==> src/rtl/asd_pkg.sv <==
// ----------------------------------------------------------------------------
// asd_pkg - shared types and constants for the accelerometer step detector
// Request and result payload structs, register indexes, reset values and field widths.
// ----------------------------------------------------------------------------
package asd_pkg;

    localparam int AXIS_W         = 16;
    localparam int MAG_W          = AXIS_W;
    localparam int SQ_W           = 2 * AXIS_W;
    localparam int RING_DEPTH_DEF = 8;

    localparam logic [MAG_W-1:0] ONE_G_MAG = 16'd16390;

    // configuration port
    localparam int CFG_IDX_W  = 3;
    localparam int CFG_DATA_W = 16;

    localparam logic [CFG_IDX_W-1:0] CFG_RISE_MARGIN  = 3'd0;
    localparam logic [CFG_IDX_W-1:0] CFG_FALL_MARGIN  = 3'd1;
    localparam logic [CFG_IDX_W-1:0] CFG_MIN_GAP_MS   = 3'd2;
    localparam logic [CFG_IDX_W-1:0] CFG_MAX_GAP_MS   = 3'd3;
    localparam logic [CFG_IDX_W-1:0] CFG_MIN_RUN      = 3'd4;
    localparam logic [CFG_IDX_W-1:0] CFG_IDLE_TIMEOUT = 3'd5;

    localparam logic [15:0] RISE_MARGIN_RST  = 16'd668;
    localparam logic [15:0] FALL_MARGIN_RST  = 16'd167;
    localparam logic [15:0] MIN_GAP_RST      = 16'd350;
    localparam logic [15:0] MAX_GAP_RST      = 16'd1500;
    localparam logic [7:0]  MIN_RUN_RST      = 8'd3;
    localparam logic [15:0] IDLE_TIMEOUT_RST = 16'd2500;

    typedef struct packed {
        logic                     mode;
        logic signed [AXIS_W-1:0] accel_x;
        logic signed [AXIS_W-1:0] accel_y;
        logic signed [AXIS_W-1:0] accel_z;
        logic [31:0]              time_ms;
        logic [31:0]              load_value;
    } asd_in_t;

    typedef struct packed {
        logic [31:0] step_total;
        logic        step_counted;
        logic [15:0] candidate_count;
        logic        in_peak;
    } asd_out_t;

endpackage

==> src/rtl/asd_mag.sv <==
// ----------------------------------------------------------------------------
// asd_mag - bit-serial vector magnitude
// Squares the three axis magnitudes one multiplier bit per cycle, then takes
// the floor square root one result bit per cycle (restoring, radix 4 input).
// ----------------------------------------------------------------------------
module asd_mag
    import asd_pkg::*;
(
    input  logic                     aclk,
    input  logic                     aresetn,
    input  logic                     start,
    input  logic signed [AXIS_W-1:0] accel_x,
    input  logic signed [AXIS_W-1:0] accel_y,
    input  logic signed [AXIS_W-1:0] accel_z,
    output logic                     done,
    output logic [MAG_W-1:0]         mag
);

    localparam int CNT_W = $clog2(AXIS_W);
    localparam logic [CNT_W-1:0] CNT_LAST = CNT_W'(AXIS_W - 1);

    typedef enum logic [1:0] {M_IDLE, M_SQR, M_ROOT} mstate_t;

    mstate_t              state_reg;
    logic [CNT_W-1:0]     cnt_reg;
    logic                 done_reg;
    logic [AXIS_W-1:0]    abs_x_reg, abs_y_reg, abs_z_reg;
    logic [AXIS_W-1:0]    sh_x_reg, sh_y_reg, sh_z_reg;
    logic [SQ_W-1:0]      acc_reg;
    logic [MAG_W+2:0]     rem_reg;
    logic [MAG_W-1:0]     root_reg;

    logic [AXIS_W+1:0]    pp;
    logic [SQ_W-1:0]      acc_next;
    logic [MAG_W+2:0]     rem_sh;
    logic [MAG_W+2:0]     trial;
    logic                 root_fit;
    logic [AXIS_W-1:0]    abs_x, abs_y, abs_z;

    function automatic logic [AXIS_W-1:0] abs_val(input logic signed [AXIS_W-1:0] v);
        logic [AXIS_W-1:0] u;
        u = v;
        return u[AXIS_W-1] ? (~u + {{(AXIS_W-1){1'b0}}, 1'b1}) : u;
    endfunction

    assign abs_x = abs_val(accel_x);
    assign abs_y = abs_val(accel_y);
    assign abs_z = abs_val(accel_z);

    // MSB-first shift-add: all three squares share one accumulator
    always_comb begin
        pp = (sh_x_reg[AXIS_W-1] ? {2'b00, abs_x_reg} : '0)
           + (sh_y_reg[AXIS_W-1] ? {2'b00, abs_y_reg} : '0)
           + (sh_z_reg[AXIS_W-1] ? {2'b00, abs_z_reg} : '0);
        acc_next = {acc_reg[SQ_W-2:0], 1'b0} + SQ_W'(pp);
        rem_sh   = {rem_reg[MAG_W:0], acc_reg[SQ_W-1 -: 2]};
        trial    = {1'b0, root_reg, 2'b01};
        root_fit = (rem_sh >= trial);
    end

    always_ff @(posedge aclk) begin
        if (!aresetn) begin
            state_reg <= M_IDLE;
            cnt_reg   <= '0;
            done_reg  <= 1'b0;
        end else begin
            done_reg <= 1'b0;
            case (state_reg)
                M_IDLE: begin
                    if (start) begin
                        abs_x_reg <= abs_x;
                        abs_y_reg <= abs_y;
                        abs_z_reg <= abs_z;
                        sh_x_reg  <= abs_x;
                        sh_y_reg  <= abs_y;
                        sh_z_reg  <= abs_z;
                        acc_reg   <= '0;
                        cnt_reg   <= '0;
                        state_reg <= M_SQR;
                    end
                end
                M_SQR: begin
                    acc_reg  <= acc_next;
                    sh_x_reg <= {sh_x_reg[AXIS_W-2:0], 1'b0};
                    sh_y_reg <= {sh_y_reg[AXIS_W-2:0], 1'b0};
                    sh_z_reg <= {sh_z_reg[AXIS_W-2:0], 1'b0};
                    cnt_reg  <= cnt_reg + 1'b1;
                    if (cnt_reg == CNT_LAST) begin
                        rem_reg   <= '0;
                        root_reg  <= '0;
                        state_reg <= M_ROOT;
                    end
                end
                M_ROOT: begin
                    acc_reg <= {acc_reg[SQ_W-3:0], 2'b00};
                    if (root_fit) begin
                        rem_reg  <= rem_sh - trial;
                        root_reg <= {root_reg[MAG_W-2:0], 1'b1};
                    end else begin
                        rem_reg  <= rem_sh;
                        root_reg <= {root_reg[MAG_W-2:0], 1'b0};
                    end
                    cnt_reg <= cnt_reg + 1'b1;
                    if (cnt_reg == CNT_LAST) begin
                        done_reg  <= 1'b1;
                        state_reg <= M_IDLE;
                    end
                end
                default: state_reg <= M_IDLE;
            endcase
        end
    end

    assign done = done_reg;
    assign mag  = root_reg;

endmodule

==> src/rtl/accel_step_detector.sv <==
// ----------------------------------------------------------------------------
// accel_step_detector - peak-detecting pedometer
// Magnitude of a 3-axis sample against a running ring mean, hysteresis peak
// detection, gap qualification and a saturating step total.
//
//   channel  dir  ports                      request
//   s_       in   s_valid/s_ready/s_data     sample or total load
//   m_       out  m_valid/m_ready/m_data     one result per input request
//   cfg_     in   cfg_we/cfg_index/cfg_wdata register write, no handshake
//
// A sample passes from acceptance to a valid result through the bit-serial
// squarer, the bit-serial square root, then ring update, mean compare, gap
// checks, commit and output load; a load request goes straight to output load.
// One request is in flight at a time; s_ready is high only when idle.
// A held result stalls only the commit into the output register.
// Reset is synchronous; the ring reads as one g until written (valid bits).
// ----------------------------------------------------------------------------
module accel_step_detector
    import asd_pkg::*;
#(
    parameter int RING_DEPTH = RING_DEPTH_DEF
)
(
    input  logic                  aclk,
    input  logic                  aresetn,
    input  logic                  s_valid,
    output logic                  s_ready,
    input  asd_in_t               s_data,
    output logic                  m_valid,
    input  logic                  m_ready,
    output asd_out_t              m_data,
    input  logic                  cfg_we,
    input  logic [CFG_IDX_W-1:0]  cfg_index,
    input  logic [CFG_DATA_W-1:0] cfg_wdata
);

    localparam int IDX_W = $clog2(RING_DEPTH);
    localparam int SUM_W = MAG_W + $clog2(RING_DEPTH);
    localparam int CMP_W = SUM_W + 1;
    localparam logic [IDX_W-1:0] IDX_LAST = IDX_W'(RING_DEPTH - 1);
    localparam logic [SUM_W-1:0] SUM_RST  = SUM_W'(RING_DEPTH * int'(ONE_G_MAG));
    localparam logic [CMP_W-1:0] DEPTH_C  = CMP_W'(RING_DEPTH);

    typedef enum logic [2:0] {
        ST_IDLE, ST_MAG, ST_SUM, ST_EVAL, ST_GAP, ST_COMMIT, ST_DONE
    } state_t;

    // configuration
    logic [15:0] rise_margin_reg, fall_margin_reg, min_gap_reg, max_gap_reg;
    logic [15:0] idle_timeout_reg;
    logic [7:0]  min_run_reg;

    // control and detector state
    state_t            state_reg;
    logic [IDX_W-1:0]  ring_idx_reg;
    logic [RING_DEPTH-1:0] ring_vld_reg;
    logic [SUM_W-1:0]  sum_reg;
    logic              peak_reg;
    logic [31:0]       last_peak_reg;
    logic [15:0]       run_reg;
    logic [31:0]       total_reg;
    logic              counted_reg;
    logic              m_valid_reg;

    // per-request working registers
    logic [31:0]       now_reg;
    logic [31:0]       gap_reg;
    logic              rise_reg, fall_reg;
    logic              gap_ok_reg, long_reg, idle_reg, hit_reg;
    logic [15:0]       run_inc_reg;
    asd_out_t          m_data_reg;

    // ring memory
    logic [MAG_W-1:0]  ring_mem [RING_DEPTH];
    logic [MAG_W-1:0]  ring_rd_reg;
    logic              ring_rd_vld_reg;

    logic              mag_start, mag_done;
    logic [MAG_W-1:0]  mag;
    logic [MAG_W-1:0]  old_mag;
    logic [CMP_W-1:0]  scaled;
    logic              rise_cmp, fall_cmp;
    logic [15:0]       run_inc;
    logic [7:0]        need;
    logic [31:0]       add;
    logic [32:0]       total_sum;

    assign s_ready   = (state_reg == ST_IDLE);
    assign mag_start = s_valid && s_ready && !s_data.mode;

    asd_mag u_mag (
        .aclk    (aclk),
        .aresetn (aresetn),
        .start   (mag_start),
        .accel_x (s_data.accel_x),
        .accel_y (s_data.accel_y),
        .accel_z (s_data.accel_z),
        .done    (mag_done),
        .mag     (mag)
    );

    always_ff @(posedge aclk) begin
        if (!aresetn) begin
            rise_margin_reg  <= RISE_MARGIN_RST;
            fall_margin_reg  <= FALL_MARGIN_RST;
            min_gap_reg      <= MIN_GAP_RST;
            max_gap_reg      <= MAX_GAP_RST;
            min_run_reg      <= MIN_RUN_RST;
            idle_timeout_reg <= IDLE_TIMEOUT_RST;
        end else if (cfg_we) begin
            case (cfg_index)
                CFG_RISE_MARGIN:  rise_margin_reg  <= cfg_wdata;
                CFG_FALL_MARGIN:  fall_margin_reg  <= cfg_wdata;
                CFG_MIN_GAP_MS:   min_gap_reg      <= cfg_wdata;
                CFG_MAX_GAP_MS:   max_gap_reg      <= cfg_wdata;
                CFG_MIN_RUN:      min_run_reg      <= cfg_wdata[7:0];
                CFG_IDLE_TIMEOUT: idle_timeout_reg <= cfg_wdata;
                default: begin
                end
            endcase
        end
    end

    // ring: one write and one registered read per cycle
    always_ff @(posedge aclk) begin
        if (state_reg == ST_SUM) begin
            ring_mem[ring_idx_reg] <= mag;
        end
        ring_rd_reg <= ring_mem[ring_idx_reg];
    end

    always_comb begin
        old_mag   = ring_rd_vld_reg ? ring_rd_reg : ONE_G_MAG;
        // exact mean compares, scaled by the ring depth
        scaled    = CMP_W'(mag) * DEPTH_C;
        rise_cmp  = scaled > (CMP_W'(sum_reg) + CMP_W'(rise_margin_reg) * DEPTH_C);
        fall_cmp  = (scaled + CMP_W'(fall_margin_reg) * DEPTH_C) < CMP_W'(sum_reg);
        run_inc   = (run_reg == 16'hFFFF) ? run_reg : run_reg + 16'd1;
        need      = (min_run_reg == 8'd0) ? 8'd1 : min_run_reg;
        add       = (total_reg == 32'd0) ? {16'd0, run_inc_reg} : 32'd1;
        total_sum = {1'b0, total_reg} + {1'b0, add};
    end

    always_ff @(posedge aclk) begin
        if (!aresetn) begin
            state_reg       <= ST_IDLE;
            ring_idx_reg    <= '0;
            ring_vld_reg    <= '0;
            ring_rd_vld_reg <= 1'b0;
            sum_reg         <= SUM_RST;
            peak_reg        <= 1'b0;
            last_peak_reg   <= '0;
            run_reg         <= '0;
            total_reg       <= '0;
            counted_reg     <= 1'b0;
            m_valid_reg     <= 1'b0;
        end else begin
            ring_rd_vld_reg <= ring_vld_reg[ring_idx_reg];
            if (state_reg == ST_DONE && (!m_valid_reg || m_ready)) begin
                m_valid_reg <= 1'b1;
            end else if (m_valid_reg && m_ready) begin
                m_valid_reg <= 1'b0;
            end
            case (state_reg)
                ST_IDLE: begin
                    if (s_valid) begin
                        now_reg     <= s_data.time_ms;
                        counted_reg <= 1'b0;
                        if (s_data.mode) begin
                            total_reg <= s_data.load_value;
                            state_reg <= ST_DONE;
                        end else begin
                            state_reg <= ST_MAG;
                        end
                    end
                end
                ST_MAG: begin
                    if (mag_done) begin
                        state_reg <= ST_SUM;
                    end
                end
                ST_SUM: begin
                    sum_reg <= sum_reg - SUM_W'(old_mag) + SUM_W'(mag);
                    ring_vld_reg[ring_idx_reg] <= 1'b1;
                    ring_idx_reg <= (ring_idx_reg == IDX_LAST) ? '0 : ring_idx_reg + 1'b1;
                    state_reg <= ST_EVAL;
                end
                ST_EVAL: begin
                    rise_reg  <= !peak_reg && rise_cmp;
                    fall_reg  <= peak_reg && fall_cmp;
                    gap_reg   <= now_reg - last_peak_reg;
                    state_reg <= ST_GAP;
                end
                ST_GAP: begin
                    gap_ok_reg  <= (gap_reg >= {16'd0, min_gap_reg})
                                && (gap_reg <= {16'd0, max_gap_reg});
                    long_reg    <= gap_reg > {16'd0, max_gap_reg};
                    idle_reg    <= gap_reg > {16'd0, idle_timeout_reg};
                    run_inc_reg <= run_inc;
                    hit_reg     <= run_inc >= {8'd0, need};
                    state_reg   <= ST_COMMIT;
                end
                ST_COMMIT: begin
                    if (rise_reg) begin
                        peak_reg      <= 1'b1;
                        last_peak_reg <= now_reg;
                        if (gap_ok_reg) begin
                            run_reg <= run_inc_reg;
                            if (hit_reg) begin
                                total_reg   <= total_sum[32] ? '1 : total_sum[31:0];
                                counted_reg <= (total_reg != '1);
                            end
                        end else if (long_reg) begin
                            run_reg <= 16'd1;
                        end
                    end else begin
                        // no rise: last peak unchanged, so the gap is the idle time
                        if (fall_reg) begin
                            peak_reg <= 1'b0;
                        end
                        if (idle_reg) begin
                            run_reg <= '0;
                        end
                    end
                    state_reg <= ST_DONE;
                end
                ST_DONE: begin
                    if (!m_valid_reg || m_ready) begin
                        m_data_reg.step_total      <= total_reg;
                        m_data_reg.step_counted    <= counted_reg;
                        m_data_reg.candidate_count <= run_reg;
                        m_data_reg.in_peak         <= peak_reg;
                        state_reg                  <= ST_IDLE;
                    end
                end
                default: state_reg <= ST_IDLE;
            endcase
        end
    end

    assign m_valid = m_valid_reg;
    assign m_data  = m_data_reg;

`ifndef SYNTHESIS
    a_mag_done_in_wait: assert property (@(posedge aclk) disable iff (!aresetn)
        mag_done |-> state_reg == ST_MAG)
        else $error("magnitude unit finished outside its wait state");

    a_counted_nonzero: assert property (@(posedge aclk) disable iff (!aresetn)
        (m_valid && m_data.step_counted) |-> m_data.step_total != '0)
        else $error("step counted with zero total");

    a_peak_time: assert property (@(posedge aclk) disable iff (!aresetn)
        $rose(peak_reg) |-> last_peak_reg == now_reg)
        else $error("peak entered without last-peak time update");
`endif

endmodule

==> config.mk <==
export PLATFORM = sky130hd
export DESIGN_NAME = accel_step_detector
export DESIGN_NICKNAME = d
export VERILOG_FILES = /design/src/rtl/asd_pkg.sv /design/src/rtl/asd_mag.sv /design/src/rtl/accel_step_detector.sv
export SDC_FILE = /design/constraint.sdc
export NUM_CORES = 1
export LEC_CHECK = 0
export ABC_CLOCK_PERIOD_IN_PS = 19200
export BUFFER_PORTS_ARGS = -buffer_cell sky130_fd_sc_hd__buf_2
export CAP_MARGIN = 0
export CORE_MARGIN = 1.5
export CORE_UTILIZATION = 25
export DETAILED_ROUTE_END_ITERATION = 6
export GPL_TIMING_DRIVEN = 0
export MAX_ROUTING_LAYER = met4
export PLACE_DENSITY_LB_ADDON = 0.15
export SYNTH_ARGS = -nofsm -noshare
export SYNTH_HDL_FRONTEND = slang
export SYNTH_SLANG_ARGS = --single-unit
==> constraint.sdc <==
create_clock -name aclk -period 19.2 [get_ports aclk]
set_input_delay 3.84 -clock aclk [delete_from_list [all_inputs] [get_ports aclk]]
set_output_delay 3.84 -clock aclk [all_outputs]
set_load 0.005 [all_outputs]
==> key figures <==
Status
  • Status: completed

Critical path
  • Worst setup slack for register-to-register paths: between 10 and 15 ns
  • Critical register-to-register path startpoint: u_mag.sh_y_reg[15]$_DFFE_PP_
  • Buf/Inv on CP: 5
  • Worst r2r dst: u_mag.acc_reg[24]$_DFFE_PP_
  • Arrival time at the worst endpoint: between 6 and 7 ns
  • Type of origin of the critical path: input port
  • Most common cell on crit path: sky130_fd_sc_hd__clkbuf_1
  • Crit path largest cell delay: around 0.9 ns
  • Crit path capture type: register
  • Critical Path Fanout Max: 32
  • Depth of the worst register-to-register path: 24
  • CP max stage cell: sky130_fd_sc_hd__clkbuf_1
  • Series of cell instances along the critical path: buf_2 -> inv_1 -> clkbuf_1 -> clkbuf_1 -> nor2_4 -> buf_12
  • CP delay by family, top: buffers and inverters
  • Required arrival time at the worst endpoint: 19.60 ns
  • Crit Path Category: in -> reg

Routing
  • First-pass DRT Iterations: 5
  • Average wire length per cell after detail routing: ~19 um
  • Total DRC errors in the routed layout: 0
  • Antenna-violating nets left: 0
  • First DRT Iteration DRCs: roughly 1600
  • Overall via count from detail_route: 26316
  • Routed wire length: ~110000 um
  • Average via count per standard cell: approximately 4.6

Cells and area
  • Flip-flop count of the largest register, all copies and words added: 128
  • Utilization after layout: between 20% and 30%
  • Commonest cells after routing, fill and taps aside: sky130_fd_sc_hd__nand2_1 (487), sky130_fd_sc_hd__edfxtp_1 (425), sky130_fd_sc_hd__a21oi_1 (276), sky130_fd_sc_hd__ha_1 (248), sky130_fd_sc_hd__inv_1 (242)
  • Fraction of final layout cells with drive strength greater than 1: a little under an eighth
  • Leading cell type in the layout, fill and taps excluded: sky130_fd_sc_hd__nand2_1
  • Syn-to-layout area delta: 18.0%
  • Layout net count: 4144

Floorplanning
  • Height of the chip: roughly 380 um
  • Starting Density: roughly a quarter
  • Die W: 377 um
  • Placeable core region: 139000 um^2
  • Number of core rows: around 140
  • Num ports: around 190
  • Area of the die: ~140000 um^2

Global routing
  • Pin count of the biggest net entering global routing: 33
  • Antenna violations before repair: 12
  • GRT overflow: 0
  • Vias in the first global route: approximately 26000
  • Total track usage: between 10% and 20%
  • Wire length of the first global-routing pass: between 150000 and 200000 um

CTS
  • Clock transition at the register clock pins on the worst setup and hold paths after CTS: roughly 0.06 ns
  • Number of hold-repair buffers added at the cts stage: 0
  • Maximum level of the CTS H-tree: 3
  • Clock latency on the worst-skew pair: about 0.67 ns
  • Number of clock buffers inserted by TritonCTS: 80
  • Setup Buffers After CTS: 0
  • Quantity of gates resized following cts: 0
  • Number of clock sinks: 653
  • Root Driver: sky130_fd_sc_hd__clkbuf_16
  • CTS tree: done
  • Deepest clock path buffer count: 3

Worst hold path
  • Worst hold-check path type: reg -> reg
  • Hold Path End: m_data[11]$_DFFE_PP_
  • Hold Path Stages: 0
  • Worst min-delay path startpoint: run_reg[10]$_SDFFE_PN0P_

Timing
  • Setup repair after global routing missed its margin: no
  • Slew headroom: roughly a fifth
  • Hold Fails Final Rpt: 0
  • Worst hold margin: 0.431 ns
  • Worst-margin pin slew: between 1 and 1.5 ns
  • Final setup slack of the worst path: about 13 ns
  • Summed negative setup slack over all endpoints: 0 ns
  • Final period util: a little under a third
  • Slew Viols, Final: 0
  • Fmax: about 160 MHz
  • Clock skew: 0.0198 ns
  • Shortest clock period the worst path allows after layout: roughly 6.1 ns
  • Setup Viol. Count Final: 0

Synthesis
  • Netlist area before placement: between 30000 and 40000 um^2
  • Area share of xor/xnor cells in the synthesized design: around 4.2%
  • Synthesis Warnings: 0
  • Post-Synth Simple-Gate Area: ~15%
  • Mean area per synthesized cell: between 10 and 15 um^2
  • Number of enable-type register cells in the synthesized netlist: 425
  • Share of flip-flops with an asynchronous set or reset after synthesis: 0%
  • Total of flip-flops plus latches after synthesis: between 600 and 700
  • Area share of the largest cell type after synthesis: a little over a third
  • Largest family of logic cells by synthesized area: compound AO/OA/AOI/OAI gates
  • Number of cells produced by synthesis: between 3000 and 4000
  • Share of cell area taken by muxes after synthesis: 1.77%
  • Primary FF master, synth: sky130_fd_sc_hd__edfxtp_1
  • Post-synthesis share of cell area spent on full adders, half adders and majority gates: 11.0%
  • Post-Synthesis Net Count: 3851
  • Complex-gate fraction of the synthesized area: between 10% and 20%
  • Top cells by area in the synthesized netlist: sky130_fd_sc_hd__edfxtp_1 (36%), sky130_fd_sc_hd__dfxtp_1 (13%), sky130_fd_sc_hd__ha_1 (8.9%)
  • Synth unique cells: 87
  • Seq/Total Area, Yosys: 49.4%
  • Library cell occupying the most area in the post-synthesis netlist: sky130_fd_sc_hd__edfxtp_1

Placement
  • Count of input and output buffers: 188
  • Half-perimeter wire length of the detailed placement result: 80900 um
  • Placement Setup Slack: 12.38 ns
  • Routability Congestion: 0.835

Power and ir drop
  • Areal power density over the cells: just over 90 nW/um^2
  • Cell leakage power: 0.0156 uW
  • Max VDD drop: approximately 0.064 mV

Run
  • Max-cap violations: 0
[area by class of cell]
class                   instances  area (um^2)
fillers                     14618        98000
flip-flops and latches        653        17300
multi-input cells            2413        16400
well taps                    1876         2350
clock buffers                 103         2180
repair buffers                211         1220
inverters                     244          918
clock inverters                42          459
plain buffers                 118          459
diodes                          6         15.0
[worst max-delay path by stage]
stage	start	endpoint	cells after the start
global placement	aresetn	u_mag.abs_y_reg[14]$_DFFE_PP_	4
detailed placement	aresetn	u_mag.sh_y_reg[15]$_DFFE_PP_	6
global route	u_mag.sh_y_reg[15]$_DFFE_PP_	u_mag.acc_reg[24]$_DFFE_PP_	24
floorplan	aresetn	u_mag.abs_x_reg[0]$_DFFE_PP_	3
CTS	aresetn	u_mag.sh_y_reg[15]$_DFFE_PP_	6
finish	aresetn	u_mag.sh_y_reg[15]$_DFFE_PP_	6
[per-stage QoR]
step | power, uW | cell area [um^2] | instances
floorplan | 2070 | 35100 | 3428
global placement | 2270 | 38300 | 5492
detailed placement | 2280 | 38700 | 5515
CTS | 3850 | 41300 | 5660
global route | 3980 | 41300 | 5664
finish | 3790 | 41300 | 5666
[where the power goes]
part / switching, uW / internal (uW) / total, uW
clock network: 636 / 914 / 1550
registers: 50.9 / 1560 / 1620
logic: 377 / 251 / 628
total: 1060 / 2730 / 3790
[kinds of logic after synthesis]
group,after synthesis
flip-flops,653
AO/OA/AOI/OAI,808
buffers and inverters,362
XOR/XNOR,169
adder cells (fa/ha/maj),286
AND/OR/NAND/NOR,1094
multiplexers,56
[per-layer routing]
metal	track usage [%]	routed length [um]	up-vias
li1	-	-	13022
met1	21.6	54300	12690
met2	23.9	48100	491
met3	2.49	4100	113
met4	2.77	1590	0
met5	-	0	-
[worst register-to-register path, stage by stage (launching register included)]
cell                       delay [ns]
sky130_fd_sc_hd__edfxtp_1        0.45
sky130_fd_sc_hd__clkbuf_1        0.33
sky130_fd_sc_hd__nand2_1         0.21
sky130_fd_sc_hd__fa_1            0.44
sky130_fd_sc_hd__inv_1           0.07
sky130_fd_sc_hd__ha_1            0.17
sky130_fd_sc_hd__inv_1           0.06
sky130_fd_sc_hd__fa_1            0.40
sky130_fd_sc_hd__nor2b_1         0.13
sky130_fd_sc_hd__o21ai_1         0.08
sky130_fd_sc_hd__a21boi_0        0.28
sky130_fd_sc_hd__o21ai_1         0.12
sky130_fd_sc_hd__a21oi_1         0.28
sky130_fd_sc_hd__a41o_1          0.27
sky130_fd_sc_hd__o21a_1          0.13
sky130_fd_sc_hd__nor2_1          0.05
sky130_fd_sc_hd__xnor2_1         0.20
sky130_fd_sc_hd__ha_1            0.32
sky130_fd_sc_hd__a21o_1          0.19
sky130_fd_sc_hd__a21o_1          0.18
sky130_fd_sc_hd__a21oi_1         0.17
sky130_fd_sc_hd__nand2_1         0.13
sky130_fd_sc_hd__a31oi_1         0.53
sky130_fd_sc_hd__o41ai_1         0.13
sky130_fd_sc_hd__a32o_1          0.22
[cells in the mapped netlist (all sizes together), types with 13 or more instances]
cell	number
xor2	55
ha	248
nor4	26
o21bai	14
nor3	57
a311oi	18
nand4	50
edfxtp	425
nor2	166
o211ai	39
nand3	83
o31ai	17
clkbuf	110
a221oi	13
a31oi	25
o21ai	130
a21oi	277
dfxtp	228
mux2	47
xnor2	114
and2	55
and3	36
inv	243
a22oi	71
nand2	488
nor2b	35
nand2b	30
a211oi	18
o21a	34
fa	38
or3	16
a21o	66
Note: power is estimated with default switching activity, not from simulation.
